**src/design/ils_pkg.sv**
```systemverilog
// Package for the indexed list store: operation, status and state codes,
// and the control bundle that the top level broadcasts to the cell row.
// Depends on nothing.
package ils_pkg;

    // Index width that covers every position up to the largest capacity (64).
    localparam int IDX_W = 7;

    typedef enum logic [2:0] {
        OP_APPEND = 3'd0,
        OP_INSERT = 3'd1,
        OP_REMOVE = 3'd2,
        OP_POP    = 3'd3,
        OP_CLEAR  = 3'd4,
        OP_DUMP   = 3'd5
    } t_op;

    typedef enum logic [1:0] {
        ST_OK        = 2'd0,
        ST_BAD_INDEX = 2'd1,
        ST_EMPTY     = 2'd2,
        ST_FULL      = 2'd3
    } t_status;

    typedef enum logic [1:0] {
        SH_HOLD   = 2'd0,
        SH_INSERT = 2'd1,
        SH_REMOVE = 2'd2,
        SH_ROTATE = 2'd3
    } t_shift;

    typedef enum logic {
        S_IDLE = 1'b0,
        S_DUMP = 1'b1
    } t_state;

    typedef struct packed {
        t_shift           shift;
        logic [IDX_W-1:0] pos;
        logic [IDX_W-1:0] last;
    } t_cell_ctl;

endpackage

```
**src/design/ils_if.sv**
```systemverilog
// Valid/ready channel interfaces for the indexed list store.
// Command items flow in on ils_in_if, result items flow out on ils_out_if.
// Depends on nothing.
interface ils_in_if;
    logic               valid;
    logic               ready;
    logic [2:0]         operation;
    logic [5:0]         position;
    logic signed [15:0] real_part;
    logic signed [15:0] imag_part;

    modport source (output valid, operation, position, real_part, imag_part, input ready);
    modport sink   (input valid, operation, position, real_part, imag_part, output ready);
endinterface

interface ils_out_if;
    logic               valid;
    logic               ready;
    logic [1:0]         status;
    logic [5:0]         list_size;
    logic signed [15:0] elem_real;
    logic signed [15:0] elem_imag;
    logic               elem_valid;
    logic               last;

    modport source (output valid, status, list_size, elem_real, elem_imag, elem_valid, last,
                    input ready);
    modport sink   (input valid, status, list_size, elem_real, elem_imag, elem_valid, last,
                    output ready);
endinterface

```
**src/design/indexed_list_store.sv**
```systemverilog
// Top level of the indexed list store: control, size counter, output register
// and a row of CAPACITY ils_cell instances.
// Depends on ils_pkg, ils_in_if, ils_out_if and ils_cell.
//
//  Port      Direction  Item contents
//  i_in      in         operation, position, real_part, imag_part
//  o_out     out        status, list_size, elem_real, elem_imag, elem_valid, last
//
// Every operation other than dump is decided and applied in the cycle its item
// is accepted; the whole cell row shifts in that same cycle, so one such item
// can be taken every cycle while the output register drains.
// A dump of a non-empty list first enters the dump state and then streams
// one element per dump step: the row rotates by one element at each step and the
// head cell is copied to the output register, so after count steps the row is
// back in its original order. No new item is taken during a dump.
// Reset (i_rst_n low, synchronous) empties the list and the output register;
// cell contents are not cleared, since only the first count cells are read.
// A stalled output holds its item and stalls the dump or the next command.
module indexed_list_store #(
    parameter int CAPACITY   = 32,
    parameter int DATA_WIDTH = 16
) (
    input  logic         i_clk,
    input  logic         i_rst_n,
    ils_in_if.sink       i_in,
    ils_out_if.source    o_out
);

    localparam int CW = $clog2(CAPACITY + 1);
    localparam int IW = ils_pkg::IDX_W;
    localparam int EW = 2 * DATA_WIDTH;

    // Control state.
    ils_pkg::t_state  r_state, n_state;
    logic [CW-1:0]    r_count, n_count;
    logic [CW-1:0]    r_idx, n_idx;

    // Output register. The element parts are held at the 16-bit port width.
    logic             r_out_valid, n_out_valid;
    logic [1:0]       r_status, n_status;
    logic [5:0]       r_size, n_size;
    logic [31:0]      r_elem, n_elem;
    logic             r_elem_valid, n_elem_valid;
    logic             r_last, n_last;

    ils_pkg::t_cell_ctl w_ctl;
    logic [EW-1:0]    w_cell [CAPACITY];
    logic [EW-1:0]    w_new;

    logic             w_out_free;
    logic             w_accept;
    logic             w_dump_step;
    logic             w_dump_last;
    logic [IW-1:0]    w_count_x;
    logic [IW-1:0]    w_pos_x;
    logic [IW-1:0]    w_idx_x;
    logic signed [DATA_WIDTH-1:0] w_new_re;
    logic signed [DATA_WIDTH-1:0] w_new_im;
    logic signed [DATA_WIDTH-1:0] w_head_re;
    logic signed [DATA_WIDTH-1:0] w_head_im;

    assign w_out_free  = !r_out_valid || o_out.ready;
    assign i_in.ready  = (r_state == ils_pkg::S_IDLE) && w_out_free;
    assign w_accept    = i_in.valid && i_in.ready;

    assign w_count_x   = IW'(r_count);
    assign w_pos_x     = IW'(i_in.position);
    assign w_idx_x     = IW'(r_idx);

    // A dump step moves the head cell to the output register.
    assign w_dump_step = (r_state == ils_pkg::S_DUMP) && w_out_free;
    assign w_dump_last = (w_idx_x == w_count_x - IW'(1));

    // Parts are kept at DATA_WIDTH bits, sign-extended back to 16 on the way out.
    assign w_new_re  = DATA_WIDTH'(i_in.real_part);
    assign w_new_im  = DATA_WIDTH'(i_in.imag_part);
    assign w_new     = {w_new_im, w_new_re};
    assign w_head_re = w_cell[0][DATA_WIDTH-1:0];
    assign w_head_im = w_cell[0][EW-1:DATA_WIDTH];

    always_comb begin
        n_state      = r_state;
        n_count      = r_count;
        n_idx        = r_idx;
        n_out_valid  = r_out_valid && !o_out.ready;
        n_status     = r_status;
        n_size       = r_size;
        n_elem       = r_elem;
        n_elem_valid = r_elem_valid;
        n_last       = r_last;
        w_ctl.shift  = ils_pkg::SH_HOLD;
        w_ctl.pos    = w_pos_x;
        w_ctl.last   = w_count_x - IW'(1);

        if (w_accept) begin
            // Default answer for a one-result operation; the size is fixed below.
            n_status     = ils_pkg::ST_OK;
            n_elem       = '0;
            n_elem_valid = 1'b0;
            n_last       = 1'b1;
            n_out_valid  = 1'b1;
            case (ils_pkg::t_op'(i_in.operation))
                ils_pkg::OP_APPEND, ils_pkg::OP_INSERT: begin
                    if (ils_pkg::t_op'(i_in.operation) == ils_pkg::OP_APPEND) begin
                        w_ctl.pos = w_count_x;
                    end
                    // The index check comes before the full check.
                    if (w_ctl.pos > w_count_x) begin
                        n_status = ils_pkg::ST_BAD_INDEX;
                    end else if (w_count_x >= IW'(CAPACITY)) begin
                        n_status = ils_pkg::ST_FULL;
                    end else begin
                        w_ctl.shift = ils_pkg::SH_INSERT;
                        n_count     = r_count + CW'(1);
                    end
                end
                ils_pkg::OP_REMOVE: begin
                    if (w_pos_x >= w_count_x) begin
                        n_status = ils_pkg::ST_BAD_INDEX;
                    end else begin
                        w_ctl.shift = ils_pkg::SH_REMOVE;
                        n_count     = r_count - CW'(1);
                    end
                end
                ils_pkg::OP_POP: begin
                    if (r_count == '0) begin
                        n_status = ils_pkg::ST_EMPTY;
                    end else begin
                        n_count = r_count - CW'(1);
                    end
                end
                ils_pkg::OP_CLEAR: begin
                    n_count = '0;
                end
                ils_pkg::OP_DUMP: begin
                    // An empty list answers with one invalid element; otherwise
                    // the elements stream out of the dump state.
                    if (r_count != '0) begin
                        n_out_valid = r_out_valid && !o_out.ready;
                        n_state     = ils_pkg::S_DUMP;
                        n_idx       = '0;
                    end
                end
                default: begin
                    // Unused codes are swallowed without a result.
                    n_out_valid = r_out_valid && !o_out.ready;
                end
            endcase
            n_size = 6'(n_count);
        end else if (w_dump_step) begin
            w_ctl.shift  = ils_pkg::SH_ROTATE;
            n_out_valid  = 1'b1;
            n_status     = ils_pkg::ST_OK;
            n_size       = 6'(r_count);
            n_elem       = {16'(w_head_im), 16'(w_head_re)};
            n_elem_valid = 1'b1;
            n_last       = w_dump_last;
            n_idx        = r_idx + CW'(1);
            if (w_dump_last) begin
                n_state = ils_pkg::S_IDLE;
            end
        end
    end

    always_ff @(posedge i_clk) begin
        if (!i_rst_n) begin
            r_state     <= ils_pkg::S_IDLE;
            r_count     <= '0;
            r_idx       <= '0;
            r_out_valid <= 1'b0;
        end else begin
            r_state     <= n_state;
            r_count     <= n_count;
            r_idx       <= n_idx;
            r_out_valid <= n_out_valid;
        end
    end

    always_ff @(posedge i_clk) begin
        r_status     <= n_status;
        r_size       <= n_size;
        r_elem       <= n_elem;
        r_elem_valid <= n_elem_valid;
        r_last       <= n_last;
    end

    // The cell row: each cell sees both neighbors, the new element and the head.
    for (genvar g = 0; g < CAPACITY; g++) begin : g_cell
        logic [EW-1:0] w_left;
        logic [EW-1:0] w_right;

        if (g == 0) begin : g_first
            assign w_left = w_cell[g];
        end else begin : g_mid_l
            assign w_left = w_cell[g-1];
        end

        if (g == CAPACITY - 1) begin : g_end
            assign w_right = w_cell[g];
        end else begin : g_mid_r
            assign w_right = w_cell[g+1];
        end

        ils_cell #(
            .DATA_WIDTH (DATA_WIDTH),
            .INDEX      (g)
        ) u_cell (
            .i_clk   (i_clk),
            .i_ctl   (w_ctl),
            .i_new   (w_new),
            .i_left  (w_left),
            .i_right (w_right),
            .i_wrap  (w_cell[0]),
            .o_data  (w_cell[g])
        );
    end

    assign o_out.valid      = r_out_valid;
    assign o_out.status     = r_status;
    assign o_out.list_size  = r_size;
    assign o_out.elem_real  = r_elem[15:0];
    assign o_out.elem_imag  = r_elem[31:16];
    assign o_out.elem_valid = r_elem_valid;
    assign o_out.last       = r_last;

    // The size never exceeds the number of cells.
    a_count_bound: assert property (@(posedge i_clk) disable iff (!i_rst_n)
        IW'(r_count) <= IW'(CAPACITY))
        else $error("list size above capacity");

    // The dump walk stays inside the list.
    a_dump_index: assert property (@(posedge i_clk) disable iff (!i_rst_n)
        (r_state == ils_pkg::S_DUMP) |-> (r_idx < r_count))
        else $error("dump index beyond list size");

    // No command is taken while a dump is streaming.
    a_no_accept_dump: assert property (@(posedge i_clk) disable iff (!i_rst_n)
        (r_state == ils_pkg::S_DUMP) |-> !i_in.ready)
        else $error("input ready during dump");

    // The final dump step returns to idle with a closing item.
    a_dump_end: assert property (@(posedge i_clk) disable iff (!i_rst_n)
        (w_dump_step && w_dump_last) |=> (r_state == ils_pkg::S_IDLE) && r_last && r_out_valid)
        else $error("dump did not close properly");

    // The size does not change during a dump.
    a_dump_size: assert property (@(posedge i_clk) disable iff (!i_rst_n)
        (r_state == ils_pkg::S_DUMP) |=> $stable(r_count))
        else $error("size changed during dump");

endmodule

```
**src/design/ils_cell.sv**
```systemverilog
// One storage cell of the list row: holds one complex element.
// Uses ils_pkg for the shift control bundle.
// Depends on ils_pkg.
module ils_cell #(
    parameter int DATA_WIDTH = 16,
    parameter int INDEX      = 0
) (
    input  logic                      i_clk,
    input  ils_pkg::t_cell_ctl        i_ctl,
    input  logic [2*DATA_WIDTH-1:0]   i_new,
    input  logic [2*DATA_WIDTH-1:0]   i_left,
    input  logic [2*DATA_WIDTH-1:0]   i_right,
    input  logic [2*DATA_WIDTH-1:0]   i_wrap,
    output logic [2*DATA_WIDTH-1:0]   o_data
);

    localparam logic [ils_pkg::IDX_W-1:0] MY_IDX = ils_pkg::IDX_W'(INDEX);

    logic [2*DATA_WIDTH-1:0] r_data;
    logic [2*DATA_WIDTH-1:0] n_data;

    always_comb begin
        n_data = r_data;
        case (i_ctl.shift)
            ils_pkg::SH_INSERT: begin
                if (MY_IDX > i_ctl.pos) begin
                    n_data = i_left;
                end else if (MY_IDX == i_ctl.pos) begin
                    n_data = i_new;
                end
            end
            ils_pkg::SH_REMOVE: begin
                if (MY_IDX >= i_ctl.pos) begin
                    n_data = i_right;
                end
            end
            ils_pkg::SH_ROTATE: begin
                // The head leaves at the front and comes back in at the tail.
                if (MY_IDX < i_ctl.last) begin
                    n_data = i_right;
                end else if (MY_IDX == i_ctl.last) begin
                    n_data = i_wrap;
                end
            end
            default: begin
                n_data = r_data;
            end
        endcase
    end

    always_ff @(posedge i_clk) begin
        r_data <= n_data;
    end

    assign o_data = r_data;

endmodule
```
**src/flat_wrapper.sv**
```systemverilog
// flat-port wrapper written by rule: the top's interface ports become plain ports
module indexed_list_store_flat 
#(
    parameter int CAPACITY   = 32,
    parameter int DATA_WIDTH = 16
)
  (i_clk, i_rst_n, i_in_valid, i_in_operation, i_in_position, i_in_real_part, i_in_imag_part, i_in_ready, o_out_valid, o_out_status, o_out_list_size, o_out_elem_real, o_out_elem_imag, o_out_elem_valid, o_out_last, o_out_ready);
  ils_in_if i_in_i ();
  ils_out_if o_out_i ();
  input  logic i_clk;
  input  logic i_rst_n;
  input wire logic [$bits(i_in_i.valid)-1:0] i_in_valid;
  input wire logic [$bits(i_in_i.operation)-1:0] i_in_operation;
  input wire logic [$bits(i_in_i.position)-1:0] i_in_position;
  input wire logic [$bits(i_in_i.real_part)-1:0] i_in_real_part;
  input wire logic [$bits(i_in_i.imag_part)-1:0] i_in_imag_part;
  output wire logic [$bits(i_in_i.ready)-1:0] i_in_ready;
  output wire logic [$bits(o_out_i.valid)-1:0] o_out_valid;
  output wire logic [$bits(o_out_i.status)-1:0] o_out_status;
  output wire logic [$bits(o_out_i.list_size)-1:0] o_out_list_size;
  output wire logic [$bits(o_out_i.elem_real)-1:0] o_out_elem_real;
  output wire logic [$bits(o_out_i.elem_imag)-1:0] o_out_elem_imag;
  output wire logic [$bits(o_out_i.elem_valid)-1:0] o_out_elem_valid;
  output wire logic [$bits(o_out_i.last)-1:0] o_out_last;
  input wire logic [$bits(o_out_i.ready)-1:0] o_out_ready;
  assign i_in_i.valid = i_in_valid;
  assign i_in_i.operation = i_in_operation;
  assign i_in_i.position = i_in_position;
  assign i_in_i.real_part = i_in_real_part;
  assign i_in_i.imag_part = i_in_imag_part;
  assign i_in_ready = i_in_i.ready;
  assign o_out_valid = o_out_i.valid;
  assign o_out_status = o_out_i.status;
  assign o_out_list_size = o_out_i.list_size;
  assign o_out_elem_real = o_out_i.elem_real;
  assign o_out_elem_imag = o_out_i.elem_imag;
  assign o_out_elem_valid = o_out_i.elem_valid;
  assign o_out_last = o_out_i.last;
  assign o_out_i.ready = o_out_ready;
  indexed_list_store #(.CAPACITY(CAPACITY), .DATA_WIDTH(DATA_WIDTH)) u_core (.i_clk(i_clk), .i_rst_n(i_rst_n), .i_in(i_in_i), .o_out(o_out_i));
endmodule
```
**config.mk**
```make
export PLATFORM = sky130hd
export DESIGN_NAME = indexed_list_store_flat
export DESIGN_NICKNAME = d
export VERILOG_FILES = /design/src/design/ils_pkg.sv /design/src/design/ils_if.sv /design/src/design/indexed_list_store.sv /design/src/design/ils_cell.sv /design/src/flat_wrapper.sv
export SDC_FILE = /design/constraint.sdc
export NUM_CORES = 2
export LEC_CHECK = 0
export BUFFER_PORTS_ARGS = -buffer_cell sky130_fd_sc_hd__buf_4
export CAP_MARGIN = 20
export CORE_AREA = 2 2 374 376
export DETAILED_ROUTE_END_ITERATION = 16
export DIE_AREA = 0 0 376 378
export HOLD_SLACK_MARGIN = 0.15
export PLACE_DENSITY = 0.63
export SLEW_MARGIN = 20
export SYNTH_ARGS = -nofsm -noshare
export SYNTH_HDL_FRONTEND = slang
export SYNTH_SLANG_ARGS = --single-unit
export TNS_END_PERCENT = 20
```
**constraint.sdc**
```tcl
create_clock -name i_clk -period 9.33 [get_ports i_clk]
set_clock_uncertainty 0.2 [all_clocks]
set_input_delay 0.933 -clock i_clk [delete_from_list [all_inputs] [get_ports i_clk]]
set_output_delay 0.933 -clock i_clk [all_outputs]
set_load 0.005 [all_outputs]
```
==> metrics.cfg <==
[status]
status = finished, final reports clean

[final_layout]
post-route-util = 0.494
insertedDiodeCount = 0
areaGrowthSynthToFinish_pct = 10.8
layout.nets = 5737
post_route_cells_drive_above_1_share = 0.104

[critical_path]
cp.arrival_ps = 5620
crit_path_max_fanout = 105
cp-end-kind = flip-flop
worstPathRequired_ps = 9620
ff2ff_path_depth = 11
start_kind = flip-flop
critical_path_class = flip-flop to flip-flop

[hold_path]
hp-class = primary input to flip-flop
min_path_cells = 3

[timing]
fmax_ghz = 0.188
finalSetupViolCount = 0
tns_ps = 0
slew_headroom = 0.194
drv_slew = 0
post-route-min-period_ps = 5330
rsz0062_at_grt = no
worst-slew-pin-transition_ps = 1210
hold_violations = 0
fin_crit_sh = 0.571

[routing]
vias = 53021
first_iter_violations = 7864
totalWireLength_um = 237000
routedWlPerCell_um = 31.2
firstDrtPassIters = 9
post_drt_via_cell_ratio = 6.99
drc_errors = 0
ant_nets = 0

[placement]
place_congestion = 0.937
port_buffers = 88
place_hpwl_um = 143000

[cts]
cts_resized = 0
cts_hold_buf = 0
clk_pin_slew_ps = 60
clk_latency_ps = 770
cts_setup_buffers = 0
clockBufferDepth = 3
cts_buffers = 120
cts_max_level = 3
cts_root_buffer = clkbuf_16
cts_tree = built
clock_sinks = 1080

[power_and_ir_drop]
leakagePower_nw = 25.3
vdd_drop_max_v = 0.000138
power_density_nw_per_um2 = 171

[logic_synthesis]
synth-edff-count = 1032
synth_fp_nets = 5992
synth_area_leaders = edfxtp_1 50%, a221o_1 11%, mux2i_1 10%
async_flop_share = 0
yosysUniqueCellTypes = 79
ys_ff_latch = 1080
yosys_warnings = 0
netlist_area_sq_um = 61800
syn_avg_cell_area_sq_um = 10.4
synth.top_cell.area_share = 0.502
syn_inst = 5930
synth_ff_type = edfxtp_1
synth_top_area_cell = edfxtp_1
ys_seq_area_frac = 0.517

[die]
start_util = 0.446
dieArea_sq_um = 142000
core_sq_um = 139000
io_pins = 89
rows = 137
die_h_um = 378
die_width_um = 376

[global_route]
grt_use_total = 0.321
grt_max_degree = 201
grt_pass1_vias = 51132
grt_pass1_wl_um = 344000
antenna_found_initial = 6
gr-total-overflow = 0

[flow_run]
maxCapViolCount = 0

[metrics by stage]
stage	cells	hold slack, ps	setup slack, ps	power (mW)	cell area (sq um)
after detailed placement	7346	236	3730	7.06	64400
after global placement	7341	231	3410	7.02	64300
final	7585	233	4000	11.7	68400
after floorplan	5930	239	3030	6.64	61800
after global routing	7585	262	3900	12.0	68400
after CTS	7571	213	4050	11.6	68100
[power by group]
| group | leakage (nW) | switching, mW | internal (mW) |
|---|---|---|---|
| Combinational | 13.8 | 0.928 | 0.597 |
| Clock | 1.80 | 2.10 | 2.56 |
| Sequential | 9.71 | 0.0416 | 5.46 |
| Total | 25.3 | 3.07 | 8.61 |
[logic make-up (layout without fill, tap and decap cells)]
family / count (synthesis) / after routing / synth area share
buf+inv: 756 / 604 / 0.0504
simple gates: 1777 / 1777 / 0.112
fa+ha+maj: 17 / 17 / 0.00344
compound gates: 1638 / 1638 / 0.209
flops: 1080 / 1080 / 0.517
mux: 647 / 647 / 0.105
xor+xnor: 15 / 15 / 0.00225
[worst paths after layout]
| kind | slack [ps] | start | to |
|---|---|---|---|
| max reg2reg | 4000 | u_core.r_count[5] | u_core.g_cell[8].u_cell.o_data[14] |
| min | 230 | i_in_valid | u_core.o_out.valid |
| max | 4000 | u_core.r_count[5] | u_core.g_cell[8].u_cell.o_data[14] |
| min reg2reg | 240 | u_core.r_elem[1] | u_core.r_elem[1] |
[routing by layer]
| metal | GRT usage | up-vias | wire length, um |
|---|---|---|---|
| met2 | 0.488 | 3922 | 104000 |
| met1 | 0.437 | 26335 | 93200 |
| met5 | 0 | - | 27 |
| li1 | - | 22106 | - |
| met3 | 0.0758 | 654 | 28500 |
| met4 | 0.144 | 4 | 11100 |
[final cells by class]
| cell class | count | area, sq um |
|---|---|---|
| tap | 1807 | 2260 |
| multi-input combinational | 4094 | 27800 |
| timing repair buffer | 270 | 2360 |
| inverter | 109 | 409 |
| clock inverter | 56 | 448 |
| fill | 12464 | 70100 |
| sequential | 1080 | 32000 |
| clock buffer | 169 | 3250 |
[cells in the mapped netlist (all sizes together), types with 3 or more instances]
cell type / count
xor2: 4
and2: 11
nor2: 457
nand3: 19
nand2: 1214
a22o: 4
o2bb2ai: 4
a21o: 9
o21a: 7
or2: 10
edfxtp: 1032
xnor2: 11
mux2: 19
or4: 5
a22oi: 64
a221o: 705
o211ai: 80
and3: 8
nand4: 4
clkbuf: 420
nand2b: 5
o22ai: 18
a211o: 3
o21ai: 143
nor2b: 8
o221ai: 117
mux2i: 628
inv: 108
buf: 227
or3: 6
o31a: 4
nor4: 6
o31ai: 8
a21oi: 417
dfxtp: 48
nor3: 18
ha: 17
a31oi: 21
a311oi: 5
a211oi: 10
[worst max-delay path, stage by stage (launching register included)]
cell      delay [ps]
dfxtp_1          300
buf_4            340
clkinv_1         510
ha_1             470
a21oi_1          360
o211ai_2         160
buf_4            280
nand2_8          610
buf_4            620
buf_4            630
nor2_1           140
a221o_1          280
[flip-flops by register name, indices dropped and copies added (netlist names)]
name,flops
u_core.r_state,1
u_core.o_out.valid,1
u_core.o_out.list_size,6
u_core.o_out.elem_valid,1
u_core.o_out.status,2
u_core.r_count,6
u_core.o_out.last,1
u_core.g_cell.u_cell.o_data,1024
u_core.r_elem,32
u_core.r_idx,6
[placed cells by master (no fill, tap or decap), types with 48 or more instances in the layout]
cell type     n
o221ai_1    117
mux2i_1     609
a21oi_1     400
nand2_1    1206
o211ai_1     79
inv_1       108
buf_4       249
nor2_1      428
clkbuf_16   121
o21ai_0     122
a22oi_1      64
edfxtp_1   1032
dfxtp_1      48
a221o_1     705
Note: power is estimated with default switching activity, not from simulation.
